==> config.mk <==
export PLATFORM = sky130hd
export DESIGN_NAME = cidg_fifo
export DESIGN_NICKNAME = d
export VERILOG_FILES = /design/src/sv/cidg_fifo.sv
export SDC_FILE = /design/constraint.sdc
export NUM_CORES = 1
export LEC_CHECK = 0
export BUFFER_PORTS_ARGS = -buffer_cell sky130_fd_sc_hd__buf_2
export CAP_MARGIN = 25
export CORE_UTILIZATION = 47
export DETAILED_ROUTE_END_ITERATION = 10
export PLACE_DENSITY = 0.75
export SYNTH_ARGS = -nofsm -noshare
export SYNTH_HDL_FRONTEND = slang
export SYNTH_SLANG_ARGS = --single-unit
==> constraint.sdc <==
create_clock -name clock -period 1.7 [get_ports clock]
set_input_delay 0.255 -clock clock [delete_from_list [all_inputs] [get_ports clock]]
set_output_delay 0.255 -clock clock [all_outputs]
set_load 0.03 [all_outputs]
==> src/sv/cidg_fifo.sv <==
`timescale 1ns / 1ps
// Small register queue with fall-through read.
module cidg_fifo #(
   parameter int WIDTH = 8,
   parameter int DEPTH = 2
) (
   input  logic             clock,
   input  logic             reset,
   input  logic             push,
   input  logic [WIDTH-1:0] wdata,
   output logic             full,
   input  logic             pop,
   output logic [WIDTH-1:0] rdata,
   output logic             empty
);

   localparam int PTR_W = (DEPTH > 1) ? $clog2(DEPTH) : 1;
   localparam int CNT_W = $clog2(DEPTH + 1);

   logic [WIDTH-1:0] mem_ff [DEPTH];
   logic [PTR_W-1:0] wptr_ff, wptr_in;
   logic [PTR_W-1:0] rptr_ff, rptr_in;
   logic [CNT_W-1:0] count_ff, count_in;
   logic             do_push, do_pop;

   always_comb begin
      full    = (count_ff == CNT_W'(DEPTH));
      empty   = (count_ff == '0);
      do_push = push && !full;
      do_pop  = pop && !empty;
      rdata   = mem_ff[rptr_ff];

      wptr_in  = wptr_ff;
      rptr_in  = rptr_ff;
      count_in = count_ff;
      if (do_push) begin
         wptr_in = (wptr_ff == PTR_W'(DEPTH - 1)) ? '0 : wptr_ff + PTR_W'(1);
      end
      if (do_pop) begin
         rptr_in = (rptr_ff == PTR_W'(DEPTH - 1)) ? '0 : rptr_ff + PTR_W'(1);
      end
      if (do_push && !do_pop) begin
         count_in = count_ff + CNT_W'(1);
      end else if (do_pop && !do_push) begin
         count_in = count_ff - CNT_W'(1);
      end
   end

   always_ff @(posedge clock) begin
      if (reset) begin
         wptr_ff  <= '0;
         rptr_ff  <= '0;
         count_ff <= '0;
      end else begin
         wptr_ff  <= wptr_in;
         rptr_ff  <= rptr_in;
         count_ff <= count_in;
      end
   end

   always_ff @(posedge clock) begin
      if (do_push) begin
         mem_ff[wptr_ff] <= wdata;
      end
   end

   a_count_bound: assert property (@(posedge clock) disable iff (reset)
      count_ff <= CNT_W'(DEPTH))
      else $error("queue count beyond depth");

   a_push_only_grows: assert property (@(posedge clock) disable iff (reset)
      (do_push && !do_pop) |=> (count_ff == $past(count_ff) + CNT_W'(1)))
      else $error("queue count did not advance on push");

endmodule

==> reports/results.tsv, run 1 <==
stage	metric	value	unit
status	status	finished clean	
sta	min_period	1.551	ns
cts	postCtsSetupBuffers	0	
setup_path	start_kind	register	
pwr	power_density	1575	mW/mm2
pwr	p_sw_share	35.84	%
sta	setup_violations	0	
synthesis	synth_fp_nets	63	
cts	clockBufferDepth	2	
synthesis	yosysSeqAreaShare	73.19	%
pwr	seq_power_share	48.7	%
sta	period_share	91.22	%
cells_and_area	utilization	61.04	%
cells_and_area	final_layout_size_suffix_gt1_share	45.95	%
cts	clock_sinks	21	
setup_path	startpoint	count_ff[0]	
cts	cts_made_buffers	3	
pwr	ir_worst_vdd	1.015	mV
global_route	met3_usage	5.957	%
cts	cts.clk_slew.worst_paths	0.10	ns
job	drv_cap	0	
pwr	combPwrFrac	36.2	%
worst_hold_path	min_from	wdata[1]	
floorplan	chipHeight	43.08	um
cells_and_area	fin_nets	88	
route	via_per_inst	4.989	
cells_and_area	antenna_cells	0	
sta	fmax	644.9	MHz
cells_and_area	final_cell_mix	buf_2 (21), edfxtp_1 (16), mux2_2 (8)	
pwr	p_int	950.8	uW
cells_and_area	area_growth_syn_to_layout	18.61	%
floorplan	pin_count	22	
cells_and_area	final_common_cell	buf_2	
global_route	use_met2	20.30	%
synthesis	ys_warn_count	0	
global_route	groute.usage.overall	13.42	%
synthesis	ys_async_sr_fraction	0	%
pwr	p_leak	0.3784	nW
setup_path	cp.arrival	1.78	ns
global_route	busiest_layer	met2	
floorplan	die-area	0.001856	mm2
route	wirelength	1120	um
global_route	grt_antenna_before_repair	0	
setup_path	r2r-start	count_ff[0]	
route	drt-initial-drc-count	6	
sta	rsz0062_at_grt	no	
pwr	p_sw	531.2	uW
synthesis	netlist.top_cell.by_area	edfxtp_1	
floorplan	rows	14	
setup_path	path_max_fanout	5	
route	final_antenna_net_count	0	
synthesis	syn_avg_cell_area	15.87	um2
setup_path	worstSetupPathType	register to register	
global_route	gr-total-overflow	0	
synthesis	netlist-cell-type-count	13	
sta	fin_worst_skew	0.0004022	ns
cts	insertion_delay	0.29	ns
placement	io_buffers	21	
synthesis	synthCells	50	
global_route	grt_pass1_wl	1697	um
cts	cts-root-buf	clkbuf_4	
cts	cts_tree	built	
synthesis	synth-seq-cells	21	
sta	worstMarginPinSlew	0.3932	ns
sta	maxSlewHeadroom	73.79	%
synthesis	syn_area	793.3	um2
global_route	grt_max_degree	12	
synthesis	synthTopCellsByArea	edfxtp_1 (61%), dfxtp_1 (13%), mux2_2 (11%)	
route	drt-pass1-iter-count	4	
placement	dp_hpwl	779	um
synthesis	synth_ff_type	edfxtp_1	
global_route	grt_pass1_vias	411	
sta	drv_slew	0	
placement	globalplace.congestion	0.6664	
floorplan	die_width	43.08	um
setup_path	worstPathRequired	1.93	ns
route	wire_per_inst	12.44	um
sta	fin_setup_tns	0	ns
cts	h-tree-depth	1	
sta	hold_viol	0	
setup_path	crit_path_end_kind	register	
route	vias	449	
floorplan	core-area	0.001541	mm2
worst_hold_path	hp-class	input port to register	
synthesis	synth-edff-count	16	
synthesis	yosys.area.top_type_share	60.57	%
pwr	pwr-share-clk	15.1	%
floorplan	start_util	51.46	%
route	drc	0	
global_route	grtUsageMet1	14.16	%
cell usage after synthesis (2+ instances only):
master and number:
o21ai_0 3, edfxtp_1 16, dfxtp_1 5, inv_1 2
or3_1 2, nor2_1 5, mux2_2 8, a21oi_1 2
xor2_1 3
metal layers:
metal | wire, um | vias to the layer above | share of wire, %
li1 | - | 230 | -
met1 | 489 | 205 | 44
met2 | 550 | 12 | 49
met3 | 60 | 2 | 5.4
met4 | 20 | 0 | 1.8
met5 | 0 | - | 0
stage by stage:
| step | hold WS, ns | power (mW) | worst slack, ns | cell area (um2) | std cells |
|---|---|---|---|---|---|
| floorplan | 0.3241 | 1.137 | 0.02811 | 793.3 | 50 |
| global route | 0.1274 | 1.562 | 0.01238 | 940.9 | 90 |
| detailed placement | 0.4474 | 1.269 | 0.1654 | 913.4 | 86 |
| CTS | 0.1385 | 1.495 | 0.01884 | 939.7 | 90 |
| global placement | 0.4436 | 1.258 | 0.2019 | 913.4 | 86 |
| finish | 0.1478 | 1.482 | 0.1493 | 940.9 | 90 |
timing repair:
action | 4_1_cts | 5_1_grt
hold buffers | 0 | 0
resized for setup | 0 | 1
setup endpoints to repair | 0 | 8
final cells by class:
class	instances	area, um2
multi-input combinational	26	200.2
timing repair buffer	21	105.1
inverter	2	7.507
clock buffer	4	26.28
fill	131	600.6
tap	16	20.02
sequential	21	581.8
critical path, cell delays in order, from the launching register on:
cell and delay [ns]:
dfxtp_1 0.37, o21ai_0 0.29, ha_1 0.32, or3_1 0.38, a21oi_1 0.13
cell families (layout without fill, tap and decap cells):
logic type,Yosys count,in the layout,share of synthesized area [%]
buffers and inverters,3,27,1.577
AND/OR/NAND/NOR,9,9,5.837
multiplexers,8,8,11.36
XOR/XNOR,3,3,3.313
adder cells (fa/ha/maj),1,1,1.577
AO/OA/AOI/OAI,5,5,3.154
flip-flops,21,21,73.19
final timing paths:
| check | end | slack (ns) | cells past startpoint |
|---|---|---|---|
| worst max-delay path | count_ff[1] | 0.15 | 4 |
| worst max register to register | count_ff[1] | 0.15 | 4 |
| worst min-delay path | mem_ff[0][1] | 0.15 | 1 |
| worst min register to register | wptr_ff | 0.49 | 2 |
sequential cells by signal (all words and copies together) (netlist names), named ones only:
signal / count
count_ff: 2
rptr_ff: 1
mem_ff: 16
wptr_ff: 1
power groups by stage:
stage | clock [mW] | combinational [mW] | sequential [mW]
after global routing | 0.251 | 0.577 | 0.734
after detailed placement | 0 | 0.536 | 0.734
after floorplan | 0 | 0.439 | 0.699
final | 0.224 | 0.536 | 0.722
after CTS | 0.233 | 0.540 | 0.722
after global placement | 0 | 0.528 | 0.730
Power figures use the tool's default switching activity.
==> run 2: changes to the inputs <==
==> constraint.sdc (replaced) <==
create_clock -name clock -period 1.87 [get_ports clock]
set_input_delay 0.2805 -clock clock [delete_from_list [all_inputs] [get_ports clock]]
set_output_delay 0.2805 -clock clock [all_outputs]
set_load 0.03 [all_outputs]
==> run 2 against run 1 <==
Effect of this change:
- non-clock buffer count unchanged
- core utilization decreased by 0.081 points
- global-route usage unchanged
- highest routed layer unchanged
- worst setup slack improved by 0.047 ns
- critical endpoint is now rdata[4]
- via count increased by 1.8%
- final cell count unchanged
- first-iteration DRC count increased by 17%
- clock skew increased by 0.0013 ns
- power decreased by 9.4%
==> reports/results.tsv, run 2 (synthesis results as in run 1) <==
stage	metric	value	unit	change
floorplan	rows	14		unchanged
job	drv_cap	0		unchanged
cells_and_area	antenna_cells	0		unchanged
sta	period_share	89.49	%	
cts	cts_made_buffers	3		unchanged
setup_path	worstRegToRegCells	4		unchanged
route	drc	0		unchanged
setup_path	path_max_fanout	8		was 5
sta	fin_worst_skew	0.001721	ns	was 0.0004022 ns
setup_path	critPathMaxStageDelay	0.54	ns	was 0.38 ns
cts	cts_tree	built		unchanged
setup_path	cp_num_buf_inv	1		was 0
setup_path	reg2reg_slack	0.32	ns	was 0.15 ns
pwr	combPwrFrac	36.2	%	about the same
sta	min_period	1.673	ns	
cells_and_area	final_common_cell	buf_2		unchanged
cts	cts.clk_slew.worst_paths	0.10	ns	about the same
sta	fmax	597.6	MHz	
global_route	grt_pass1_wl	1697	um	unchanged
route	drt-pass1-iter-count	3		was 4
cells_and_area	utilization	60.96	%	was 61.04%
sta	hold_viol	0		unchanged
sta	drv_slew	0		unchanged
sta	fin_setup_tns	0	ns	unchanged
pwr	power_density	1429	mW/mm2	was 1575 mW/mm2
cts	h-tree-depth	1		unchanged
cts	cts-root-buf	clkbuf_4		unchanged
cts	postCtsSetupBuffers	0		unchanged
setup_path	r2r-start	count_ff[0]		unchanged
setup_path	cp_top_family	flip-flops		was compound AO/OA/AOI/OAI gates
setup_path	worstSetupPathType	register to primary output		was register to register
pwr	p_sw	480.9	uW	was 531.2 uW
worst_hold_path	hold_end	mem_ff[0][1]		unchanged
cts	clock_sinks	21		unchanged
route	final_antenna_net_count	0		unchanged
global_route	gr-total-overflow	0		unchanged
floorplan	pin_count	22		unchanged
cts	clockBufferDepth	2		unchanged
setup_path	cp.arrival	1.39	ns	was 1.78 ns
placement	dp_hpwl	779	um	unchanged
route	via_per_inst	5.078		was 4.989
cells_and_area	top_register	mem_ff		unchanged
route	vias	457		was 449
status	status	finished clean		unchanged
setup_path	slowest_stage	dfxtp_1		was or3_1
floorplan	chipHeight	43.08	um	unchanged
cts	cts_hold_buf	0		unchanged
setup_path	start_kind	register		unchanged
worst_hold_path	hp-class	input port to register		unchanged
cells_and_area	area_growth_syn_to_layout	18.45	%	was 18.61%
setup_path	crit_path_end_kind	primary output		was register
cells_and_area	final_layout_size_suffix_gt1_share	44.59	%	was 45.95%
cells_and_area	largest_registers	mem_ff x16, count_ff x2		unchanged
route	wirelength	1095	um	was 1120 um
pwr	p_int	862.2	uW	was 950.8 uW
floorplan	start_util	51.46	%	unchanged
placement	io_buffers	21		unchanged
cells_and_area	fin_nets	88		unchanged
cells_and_area	largest_reg_flops	16		unchanged
setup_path	crit_chain	mux2_2, buf_2		was o21ai_0, ha_1, or3_1, a21oi_1
route	wire_per_inst	12.17	um	was 12.44 um
global_route	grt_max_degree	12		unchanged
pwr	pwr-share-clk	15.1	%	about the same
placement	globalplace.congestion	0.6664		unchanged
pwr	p_total	1.343	mW	was 1.482 mW
cells_and_area	n_fill_cell	132		was 131
floorplan	die-area	0.001856	mm2	unchanged
global_route	grt_antenna_before_repair	0		unchanged
cts	cts-resized-gates	0		unchanged
pwr	ir_worst_vdd	0.9186	mV	was 1.015 mV
global_route	grt_pass1_vias	411		unchanged
pwr	p_leak	0.3780	nW	was 0.3784 nW
floorplan	die_width	43.08	um	unchanged
sta	rsz0062_at_grt	no		unchanged
sta	maxSlewHeadroom	73.30	%	was 73.79%
sta	worstMarginPinSlew	0.4004	ns	was 0.3932 ns
pwr	p_sw_share	35.81	%	was 35.84%
global_route	groute.usage.overall	13.42	%	unchanged
worst_hold_path	min_path_cells	1		unchanged
setup_path	reg2reg_to	count_ff[1]		unchanged
floorplan	core-area	0.001541	mm2	unchanged
cts	insertion_delay	0.29	ns	about the same
pwr	seq_power_share	48.7	%	about the same
worst_hold_path	min_from	wdata[1]		unchanged
route	drt-initial-drc-count	7		was 6
cells_and_area	final_cell_mix	buf_2 (21), edfxtp_1 (16), mux2_2 (8)		unchanged
sta	setup_violations	0		unchanged
setup_path	worstPathRequired	1.59	ns	was 1.93 ns
-- run 2: changes by cell type in the layout (fill, tap and decap cells not counted) --
cell and change:
dfxtp_1 +1, dfxtp_2 -1
-- run 2: worst max path at each step --
stage | end | depth (start not counted)
2_1_floorplan | count_ff[1] | 5
4_1_cts | rdata[5] | 2
3_5_place_dp | count_ff[1] | 4
3_3_place_gp | count_ff[1] | 4
5_1_grt | rdata[5] | 2
6_report | rdata[4] | 2
-- run 2: per-layer routing --
layer | vias to the layer above | GRT usage [%] | share of wire [%]
met3 | 2 | 5.957 | 5.5
met1 | 213 | 14.16 | 44
met4 | 0 | 10.91 | 1.8
met2 | 12 | 20.30 | 49
li1 | 230 | - | -
met5 | - | 0 | 0
-- run 2: through the flow --
step	cells	area (um2)	setup slack [ns]	hold slack, ns
floorplan	50	793.3	0.1981	0.3496
global placement	86	913.4	0.3719	0.4691
detailed placement	86	913.4	0.3354	0.4729
CTS	90	939.7	0.1633	0.1640
global route	90	939.7	0.1101	0.1529
finish	90	939.7	0.1965	0.1731
-- run 2: layout make-up --
cell class	instances	area (um2)	area share, %
Timing Repair Buffer	21	105.1	11.19
Tap cell	16	20.02	2.130
Clock buffer	4	26.28	2.796
Inverter	2	7.507	0.7989
Sequential cell	21	580.6	61.78
Multi-Input combinational cell	26	200.2	21.30
-- run 2: worst register-to-register path, cell delays in order, from the launching register on --
cell and delay, ns:
dfxtp_1 0.37, o21ai_0 0.29, ha_1 0.32, or3_1 0.38, a21oi_1 0.13
-- run 2: power groups by stage --
stage / Combinational, mW / Clock [mW] / Sequential [mW]
6_report: 0.486 / 0.203 / 0.654
5_1_grt: 0.524 / 0.228 / 0.665
4_1_cts: 0.491 / 0.212 / 0.656
3_5_place_dp: 0.487 / 0 / 0.667
3_3_place_gp: 0.480 / 0 / 0.664
2_1_floorplan: 0.399 / 0 / 0.635
