[config.mk]
export PLATFORM = sky130hd
export DESIGN_NAME = cidg_front
export DESIGN_NICKNAME = d
export VERILOG_FILES = /design/src/sv/cidg_pkg.sv /design/src/sv/cidg_front.sv
export SDC_FILE = /design/constraint.sdc
export NUM_CORES = 1
export LEC_CHECK = 0
export BUFFER_PORTS_ARGS = -buffer_cell sky130_fd_sc_hd__buf_2
export CAP_MARGIN = 20
export CORE_AREA = 2 2 120 122
export DETAILED_ROUTE_END_ITERATION = 8
export DIE_AREA = 0 0 122 124
export PLACE_DENSITY = 0.6
export SETUP_SLACK_MARGIN = 0.15
export SYNTH_ARGS = -nofsm -noshare
export SYNTH_HDL_FRONTEND = slang
export SYNTH_SLANG_ARGS = --single-unit
[constraint.sdc]
create_clock -name clock -period 5 [get_ports clock]
set_input_delay 0.75 -clock clock [delete_from_list [all_inputs] [get_ports clock]]
set_output_delay 0.75 -clock clock [all_outputs]
set_load 0.005 [all_outputs]
[src/sv/cidg_pkg.sv]
`timescale 1ns / 1ps
// Shared types, constants and base-36 helpers for the identifier generator.
package cidg_pkg;

   localparam int ID_LEN       = 25;
   localparam int DIGITS       = ID_LEN - 1;
   localparam int BEAT_W       = $clog2(ID_LEN);
   localparam int ITEM_DEPTH   = 2;
   localparam int RESULT_DEPTH = 2;

   localparam logic [BEAT_W-1:0] LAST_BEAT = BEAT_W'(ID_LEN - 1);

   localparam logic [20:0] SEQ_LIMIT = 21'd1679616;

   localparam logic [6:0] CHAR_C    = 7'h63;
   localparam logic [6:0] CHAR_ZERO = 7'h30;
   localparam logic [6:0] CHAR_A    = 7'h61;

   // ceil(2^35 / 36); exact quotient for every dividend below 2^33
   localparam logic [29:0] DIV36_MUL   = 30'd954437177;
   localparam int          DIV36_SHIFT = 35;

   // configuration register indexes
   localparam logic CSR_PROCESS_ID = 1'b0;
   localparam logic CSR_HOST_SUM   = 1'b1;

   typedef logic [5:0] digit_type;

   typedef struct packed {
      logic [47:0] time_ms;
      logic [20:0] seq;
      logic [21:0] process_id;
      logic [15:0] host_sum;
      logic [30:0] random_a;
      logic [30:0] random_b;
   } item_type;

   typedef struct packed {
      logic                          valid;
      logic [DIGITS-1:0][5:0]        digits;
   } dig_bus_type;

   typedef struct packed {
      logic [6:0] character;
      logic       last_char;
   } rsp_type;

   function automatic logic [26:0] div36(input logic [31:0] x);
      logic [61:0] prod;
      prod = {30'b0, x} * {32'b0, DIV36_MUL};
      return prod[61:DIV36_SHIFT];
   endfunction

   function automatic digit_type rem36(input logic [31:0] x, input logic [26:0] q);
      logic [31:0] diff;
      diff = x - ({q, 5'b0} + {3'b0, q, 2'b0});
      return diff[5:0];
   endfunction

   function automatic logic [6:0] digit_char(input digit_type d);
      if (d <= 6'd9) begin
         return CHAR_ZERO + {1'b0, d};
      end
      return CHAR_A + {1'b0, d} - 7'd10;
   endfunction

endpackage

[src/sv/cidg_front.sv]
`timescale 1ns / 1ps
// Front end: request accept, sequence counter and configuration registers.
module cidg_front (
   input  logic               clock,
   input  logic               reset,
   input  logic               push,
   input  logic [47:0]        req_time_ms,
   input  logic [30:0]        req_random_a,
   input  logic [30:0]        req_random_b,
   input  logic               csr_wr_en,
   input  logic               csr_index,
   input  logic [21:0]        csr_wdata,
   input  logic               q_full,
   output logic               q_push,
   output cidg_pkg::item_type q_item
);

   logic [20:0] seq_ff, seq_in;
   logic [21:0] pid_ff;
   logic [15:0] host_ff;

   always_comb begin
      q_push = push && !q_full;
      seq_in = (seq_ff >= cidg_pkg::SEQ_LIMIT) ? 21'd1 : seq_ff + 21'd1;

      q_item.time_ms    = req_time_ms;
      q_item.seq        = seq_ff;
      q_item.process_id = pid_ff;
      q_item.host_sum   = host_ff;
      q_item.random_a   = req_random_a;
      q_item.random_b   = req_random_b;
   end

   always_ff @(posedge clock) begin
      if (reset) begin
         seq_ff  <= '0;
         pid_ff  <= '0;
         host_ff <= '0;
      end else begin
         if (q_push) begin
            seq_ff <= seq_in;
         end
         if (csr_wr_en) begin
            unique case (csr_index)
               cidg_pkg::CSR_PROCESS_ID: pid_ff  <= csr_wdata;
               cidg_pkg::CSR_HOST_SUM:   host_ff <= csr_wdata[15:0];
               default:                  pid_ff  <= pid_ff;
            endcase
         end
      end
   end

   a_seq_range: assert property (@(posedge clock) disable iff (reset)
      seq_ff <= cidg_pkg::SEQ_LIMIT)
      else $error("sequence counter left its range");

endmodule

==> results_dict.tcl, run 1 <==
set metrics [dict create \
    powerDensity_nw_per_um2 358 \
    synth-seq-cells 59 \
    critPathSlowestCell "or4_1" \
    yosysWarnings 0 \
    fp.coreArea_um2 13700 \
    synth_nets 544 \
    status "finished, final reports clean" \
    synth_area_per_cell_um2 7.91 \
    crit_family "simple AND/OR/NAND/NOR gates" \
    vias 2486 \
    end_kind "flip-flop" \
    total_power_mw 1.18 \
    path_cells "ha_1 > nand4b_1 > or4_1 > or3_1 > a211oi_1" \
    initial_core_util 0.233 \
    cp_num_buf_inv 0 \
    yosysSeqAreaShare 0.370 \
    syn_inst 404 \
    setup_viol_count_final 0 \
    drt-initial-drc-count 72 \
    synth_top_family_by_area "buffers and inverters" \
    cts_tree "built" \
    pwr-share-comb 0.061 \
    p_clk_frac 0.520 \
    p_leak_nw 1.34 \
    yosys.area_share.adder 0.00783 \
    grt_pass1_wl_um 11300 \
    std_cell_rows 43 \
    max_cap_violations 0 \
    pin_count 308 \
    clock-sinks 59 \
    startpoint_type "flip-flop" \
    wl_per_cell_um 13.6 \
    hpwl_um 5830 \
    use_met3 0.0462 \
    grt_use_met1 0.0942 \
    first_pass_iters 4 \
    synth_simple_gate_area_share 0.194 \
    worst-r2r-cell-count 5 \
    netlist_area_um2 3190 \
    grt-busiest-layer "met2" \
    synth_compound_area_frac 0.114 \
    grt_pass1_vias 2230 \
    synth.distinct_cells 34 \
    fillers 1517 \
    required_ns 5.23 \
    antenna_left 0 \
    cts_buffers 9 \
    async_reset_ff_frac 0 \
    crit_fanout 8 \
    worst_pin_slew_ns 0.993 \
    pwr-share-seq 0.418 \
    cts.hold.buffers_added 0 \
    sw_frac_of_total 0.215 \
    routed_via_density 4.42 \
    cts.htree.levels 3 \
    synth-edff-count 0 \
    grt_max_degree 60 \
    cts-resized-gates 0 \
    synthFlopType "dfxtp_1" \
    cts.clk_slew.worst_paths_ns 0.05 \
    grtUsageTotal 0.0989 \
    post-cts-setup-buffers 0 \
    p_int_mw 0.927 \
    die_x_um 122 \
    fin_crit_sh 0.432 \
    finalHoldViolCount 0 \
    clock_skew_ns 0.00568 \
    hp-class "reg2reg" \
    layout-drive-gt1-share 0.280 \
    peakVddDrop_v 0.000159 \
    timing.slew.headroom 0.335 \
    use_met2 0.166 \
    regArea_um2 1180 \
    synth_xor_xnor_area_share 0.0247 \
    die_h_um 124 \
    fin_hold_ws_ns 0.452 \
    path_depth 5 \
    fin_tns_setup_ns 0 \
    hold_depth 2 \
    fmax_mhz 463 \
    antenna_found_initial 0 \
    die-area_um2 15100 \
    max_stage_delay_ns 0.59 \
    cp.arrival_ns 2.40 \
    power.net_switching_mw 0.254 \
    worstSkewPairLatency_ns 0.33 \
    slew_viol_final 0 \
    final_core_util 0.240 \
    multi_input_area_um2 1090 \
    cts.path.max_buffers 2 \
    n_antenna_cell 0 \
    wl_um 7670 \
    syn2layout_area_growth_pct 3.25 \
    port_buffers 87 \
    gp_congestion 0.768 \
    nNetsFinal 517 \
    cts_root_buf "clkbuf_16" \
    rsz0062_at_grt "false" \
    drc 0 \
    worstSetupPathType "reg2reg" \
    grt-ovfl-total 0 \
    fin_crit_ns 2.16 \
    synth_mux_area_frac 0 \
]
[synth_stat cells, types with 2 or more instances]
cell	count	area share
ha_1	2	0.0078
xnor2_1	7	0.019
dfxtp_1	59	0.37
or3_1	8	0.016
buf_1	2	0.0024
inv_1	9	0.011
or4_1	2	0.0047
nand4b_1	2	0.0055
buf_2	2	0.0031
nand2b_1	2	0.0039
a21oi_1	41	0.064
nor2_1	3	0.0035
nor3_1	14	0.022
clkbuf_1	13	0.015
xor2_1	2	0.0055
buf_4	110	0.26
o21ai_0	8	0.013
nand4_1	6	0.012
nor2b_1	2	0.0039
nand3_1	6	0.0094
nand2_1	83	0.098
a211oi_1	9	0.021
[sequential cells by signal (all words and copies together) (netlist names)]
name     flops
pid_ff      22
seq_ff      21
host_ff     16
[cell type report]
type,instances,share of cell area
inverters,9,0.0102
well taps,180,0.0683
clock inverters,4,0.0148
repair buffers,89,0.140
clock buffers,12,0.0778
multi-input cells,209,0.330
flip-flops and latches,59,0.358
[cells in the final DEF (no fill, tap or decap), types with 2 or more instances in the layout]
cell       synthesis  layout
a21oi_1           41      41
o21ai_0            8       8
or4_1              2       2
nand4b_1           2       2
dfxtp_1           59      59
a211oi_1           9       9
inv_1              9       9
nand3_1            6       6
clkbuf_8           0       2
nand2b_1           2       2
nor3_1            14      14
nand2_1           83      83
nor2_1             3       3
xor2_1             2       2
ha_1               2       2
clkinv_2           0       2
clkbuf_16          0       9
xnor2_1            7       7
nand4_1            6       6
or3_1              8       8
buf_2              2      87
[cells by family (layout without fill, tap and decap cells)]
group           count (synthesis)  after routing
compound gates                 64             64
xor+xnor                        9              9
fa+ha+maj                       2              2
buf+inv                       136            114
flops                          59             59
simple gates                  134            134
[worst paths after layout]
| kind | startpoint | end | slack [ns] |
|---|---|---|---|
| max reg2reg | seq_ff[0]$_SDFFE_PP0P_ | seq_ff[18]$_SDFFE_PP0P_ | 2.84 |
| max | seq_ff[0]$_SDFFE_PP0P_ | seq_ff[18]$_SDFFE_PP0P_ | 2.84 |
| min reg2reg | pid_ff[14]$_SDFFE_PP0P_ | pid_ff[14]$_SDFFE_PP0P_ | 0.45 |
| min | pid_ff[14]$_SDFFE_PP0P_ | pid_ff[14]$_SDFFE_PP0P_ | 0.45 |
[per-stage QoR]
| stage | cell area [um2] | cells | worst slack [ns] |
|---|---|---|---|
| after floorplan | 3190 | 404 | 2.85 |
| after global placement | 2970 | 545 | 2.61 |
| after detailed placement | 2970 | 545 | 2.56 |
| after CTS | 3280 | 561 | 2.86 |
| after global routing | 3300 | 562 | 2.70 |
| final | 3300 | 562 | 2.84 |
[metal layers]
layer  wire (um)  vias up
met5           0        -
met4         359        0
met3         741       38
met2        3750      129
met1        2820     1143
li1            -     1176
[worst register-to-register path, cell delays in order, from the launching register on]
cell,delay (ns)
dfxtp_1,0.41
ha_1,0.22
nand4b_1,0.22
or4_1,0.59
or3_1,0.37
a211oi_1,0.25
[power by group through the flow]
stage	Combinational, mW	Sequential [mW]	Clock (mW)
floorplan	0.105	0.505	0
global placement	0.0694	0.503	0
detailed placement	0.0720	0.504	0
global route	0.0822	0.496	0.662
finish	0.0724	0.494	0.615
CTS	0.0718	0.494	0.637
No activity file was read; power rests on OpenSTA's default activity.
==> run 2, diff against run 1 <==
--- a/config.mk
+++ b/config.mk
@@ -7,9 +7,9 @@
 export LEC_CHECK = 0
 export BUFFER_PORTS_ARGS = -buffer_cell sky130_fd_sc_hd__buf_2
 export CAP_MARGIN = 20
-export CORE_AREA = 2 2 120 122
+export CORE_AREA = 2 2 121 123
 export DETAILED_ROUTE_END_ITERATION = 8
-export DIE_AREA = 0 0 122 124
+export DIE_AREA = 0 0 123 125
 export PLACE_DENSITY = 0.6
 export SETUP_SLACK_MARGIN = 0.15
 export SYNTH_ARGS = -nofsm -noshare
==> constraint.sdc (replaced) <==
create_clock -name clock -period 2.05 [get_ports clock]
set_input_delay 0.3075 -clock clock [delete_from_list [all_inputs] [get_ports clock]]
set_output_delay 0.3075 -clock clock [all_outputs]
set_load 0.005 [all_outputs]
==> run 2 against run 1 <==
Net effect:
- register-to-register slack got worse by 2.6 ns
- via count is 0.12% lower
- highest routed layer unchanged
- hold slack got worse by 0.24 ns
- largest cell class unchanged
- clock power rose by 150%
- die area increased by 1.6%
- count of clock-buffer cells in the layout decreased by 2
==> results_dict.tcl, run 2 (synthesis results as in run 1) <==
set metrics [dict create \
    status "finished, final reports clean" \
    required_ns 2.30 \
    pwr-share-comb 0.065 \
    p_clk_frac 0.521 \
    grt_pass1_wl_um 11400 \
    path_cells "ha_4 > nand4b_1 > or4_4 > or3_4 > a211oi_2" \
    wl_um 7600 \
    grt_max_degree 39 \
    finalInstanceArea_um2 3480 \
    placed_area_um2 3090 \
    std_cell_rows 44 \
    rsz0062_at_grt "true" \
    cts.hold.buffers_added 0 \
    fp.coreArea_um2 14200 \
    final_core_util 0.245 \
    sw_frac_of_total 0.231 \
    die-area_um2 15400 \
    p_leak_nw 1.42 \
    antenna_found_initial 0 \
    critPathSlowestCell "or4_4" \
    cts_buffers 9 \
    setup_viol_count_final 0 \
    powerDensity_nw_per_um2 836 \
    nNetsFinal 533 \
    p_int_mw 2.24 \
    pwr-share-seq 0.414 \
    layout-drive-gt1-share 0.339 \
    fin_tns_setup_ns 0 \
    final_common_cell "buf_2" \
    worst_pin_slew_ns 0.624 \
    grt-ovfl-total 0 \
    antenna_left 0 \
    clock_skew_ns 0.00614 \
    pin_count 308 \
    fin_crit_ns 1.84 \
    wl_per_cell_um 13.1 \
    peakVddDrop_v 0.000329 \
    max_stage_delay_ns 0.59 \
    regArea_um2 1190 \
    hpwl_um 5470 \
    die_h_um 125 \
    fillers 1593 \
    crit_fanout 8 \
    worstSetupPathType "reg2reg" \
    routed_via_density 4.27 \
    initial_core_util 0.225 \
    grt_pass1_vias 2292 \
    cp.arrival_ns 2.09 \
    startpoint_type "flip-flop" \
    finalHoldViolCount 0 \
    largest-register "pid_ff" \
    syn2layout_area_growth_pct 8.89 \
    crit_family "simple AND/OR/NAND/NOR gates" \
    n_antenna_cell 0 \
    fin_crit_sh 0.896 \
    hp-class "in2reg" \
    power.net_switching_mw 0.671 \
    max_cap_violations 0 \
    vias 2483 \
    drc 0 \
    clock-sinks 59 \
    multi_input_area_um2 1140 \
    cp_num_buf_inv 0 \
    cts.htree.levels 3 \
    cts_root_buf "clkbuf_16" \
    cts_tree "built" \
    top_regs "pid_ff x22, seq_ff x21, host_ff x16" \
    cts.clk_slew.worst_paths_ns 0.06 \
    worstSkewPairLatency_ns 0.33 \
    die_x_um 123 \
    timing.slew.headroom 0.584 \
    grtUsageTotal 0.0946 \
    port_buffers 87 \
    cts.path.max_buffers 2 \
    slew_viol_final 0 \
    gp_congestion 0.758 \
    drt-initial-drc-count 93 \
    end_kind "flip-flop" \
    largest_register_ffs 22 \
    first_pass_iters 4 \
    fmax_mhz 544 \
    layout_common_cells "buf_2, nand2_1, dfxtp_1, a21oi_1, buf_4" \
]
-- run 2: changes by cell type in the layout (fill, tap and decap cells not counted), sizes merged --
cell      change
buf          +16
clkinv        +1
clkinvlp      +1
clkbuf        -2
-- run 2: final cells by class --
| class | count | share of cell area |
|---|---|---|
| clock buffer | 10 | 0.0687 |
| tap | 184 | 0.0662 |
| clock inverter | 6 | 0.0187 |
| inverter | 9 | 0.00971 |
| sequential | 59 | 0.342 |
| multi-input combinational | 209 | 0.327 |
| timing repair buffer | 105 | 0.168 |
-- run 2: routing by layer --
metal	global-route usage	up-vias	share of wire	routed length, um
met5	0	-	0	0
li1	-	1204	-	-
met2	0.147	129	0.45	3420
met1	0.106	1126	0.42	3200
met4	0.0461	0	0.023	175
met3	0.0493	24	0.11	802
-- run 2: stage by stage --
| step | power (mW) | std cells | hold slack [ns] | setup WS [ns] |
|---|---|---|---|---|
| 2_1_floorplan | 1.49 | 404 | 0.443 | 0.186 |
| 3_3_place_gp | 1.42 | 562 | 0.441 | 0.129 |
| 3_5_place_dp | 1.42 | 562 | 0.444 | 0.0874 |
| 4_1_cts | 2.96 | 578 | 0.200 | 0.164 |
| 5_1_grt | 3.04 | 582 | 0.213 | 0.121 |
| 6_report | 2.91 | 582 | 0.215 | 0.212 |
-- run 2: path summary, 6_finish.rpt --
kind | startpoint | endpoint | slack (ns) | cells after the start
setup / recovery | seq_ff[0]$_SDFFE_PP0P_ | seq_ff[20]$_SDFFE_PP0P_ | 0.21 | 5
hold / removal | csr_wdata[18] | pid_ff[18]$_SDFFE_PP0P_ | 0.22 | 3
setup reg to reg | seq_ff[0]$_SDFFE_PP0P_ | seq_ff[20]$_SDFFE_PP0P_ | 0.21 | 5
hold reg to reg | pid_ff[11]$_SDFFE_PP0P_ | pid_ff[11]$_SDFFE_PP0P_ | 0.45 | 2
-- run 2: repair_timing --
item / in CTS / in global routing
endpoints found under the hold margin: 0 / 0
gates resized for setup: 2 / 11
pin swaps: 0 / 5
buffers inserted: 0 / 4
endpoints found under the setup margin: 7 / 7
-- run 2: power by group through the flow --
stage	registers, mW	logic [mW]	clock network (mW)
5_1_grt	1.21	0.213	1.62
3_5_place_dp	1.23	0.188	0
2_1_floorplan	1.23	0.255	0
3_3_place_gp	1.23	0.188	0
4_1_cts	1.20	0.189	1.56
6_report	1.20	0.189	1.52
-- run 2: worst register-to-register path, delay by kind of cell, from the launching register on --
family                   cells  cell delay [ns]
adder cells (fa/ha/maj)      1             0.14
AO/OA/AOI/OAI                1             0.16
flip-flops                   1             0.37
AND/OR/NAND/NOR              3             1.08
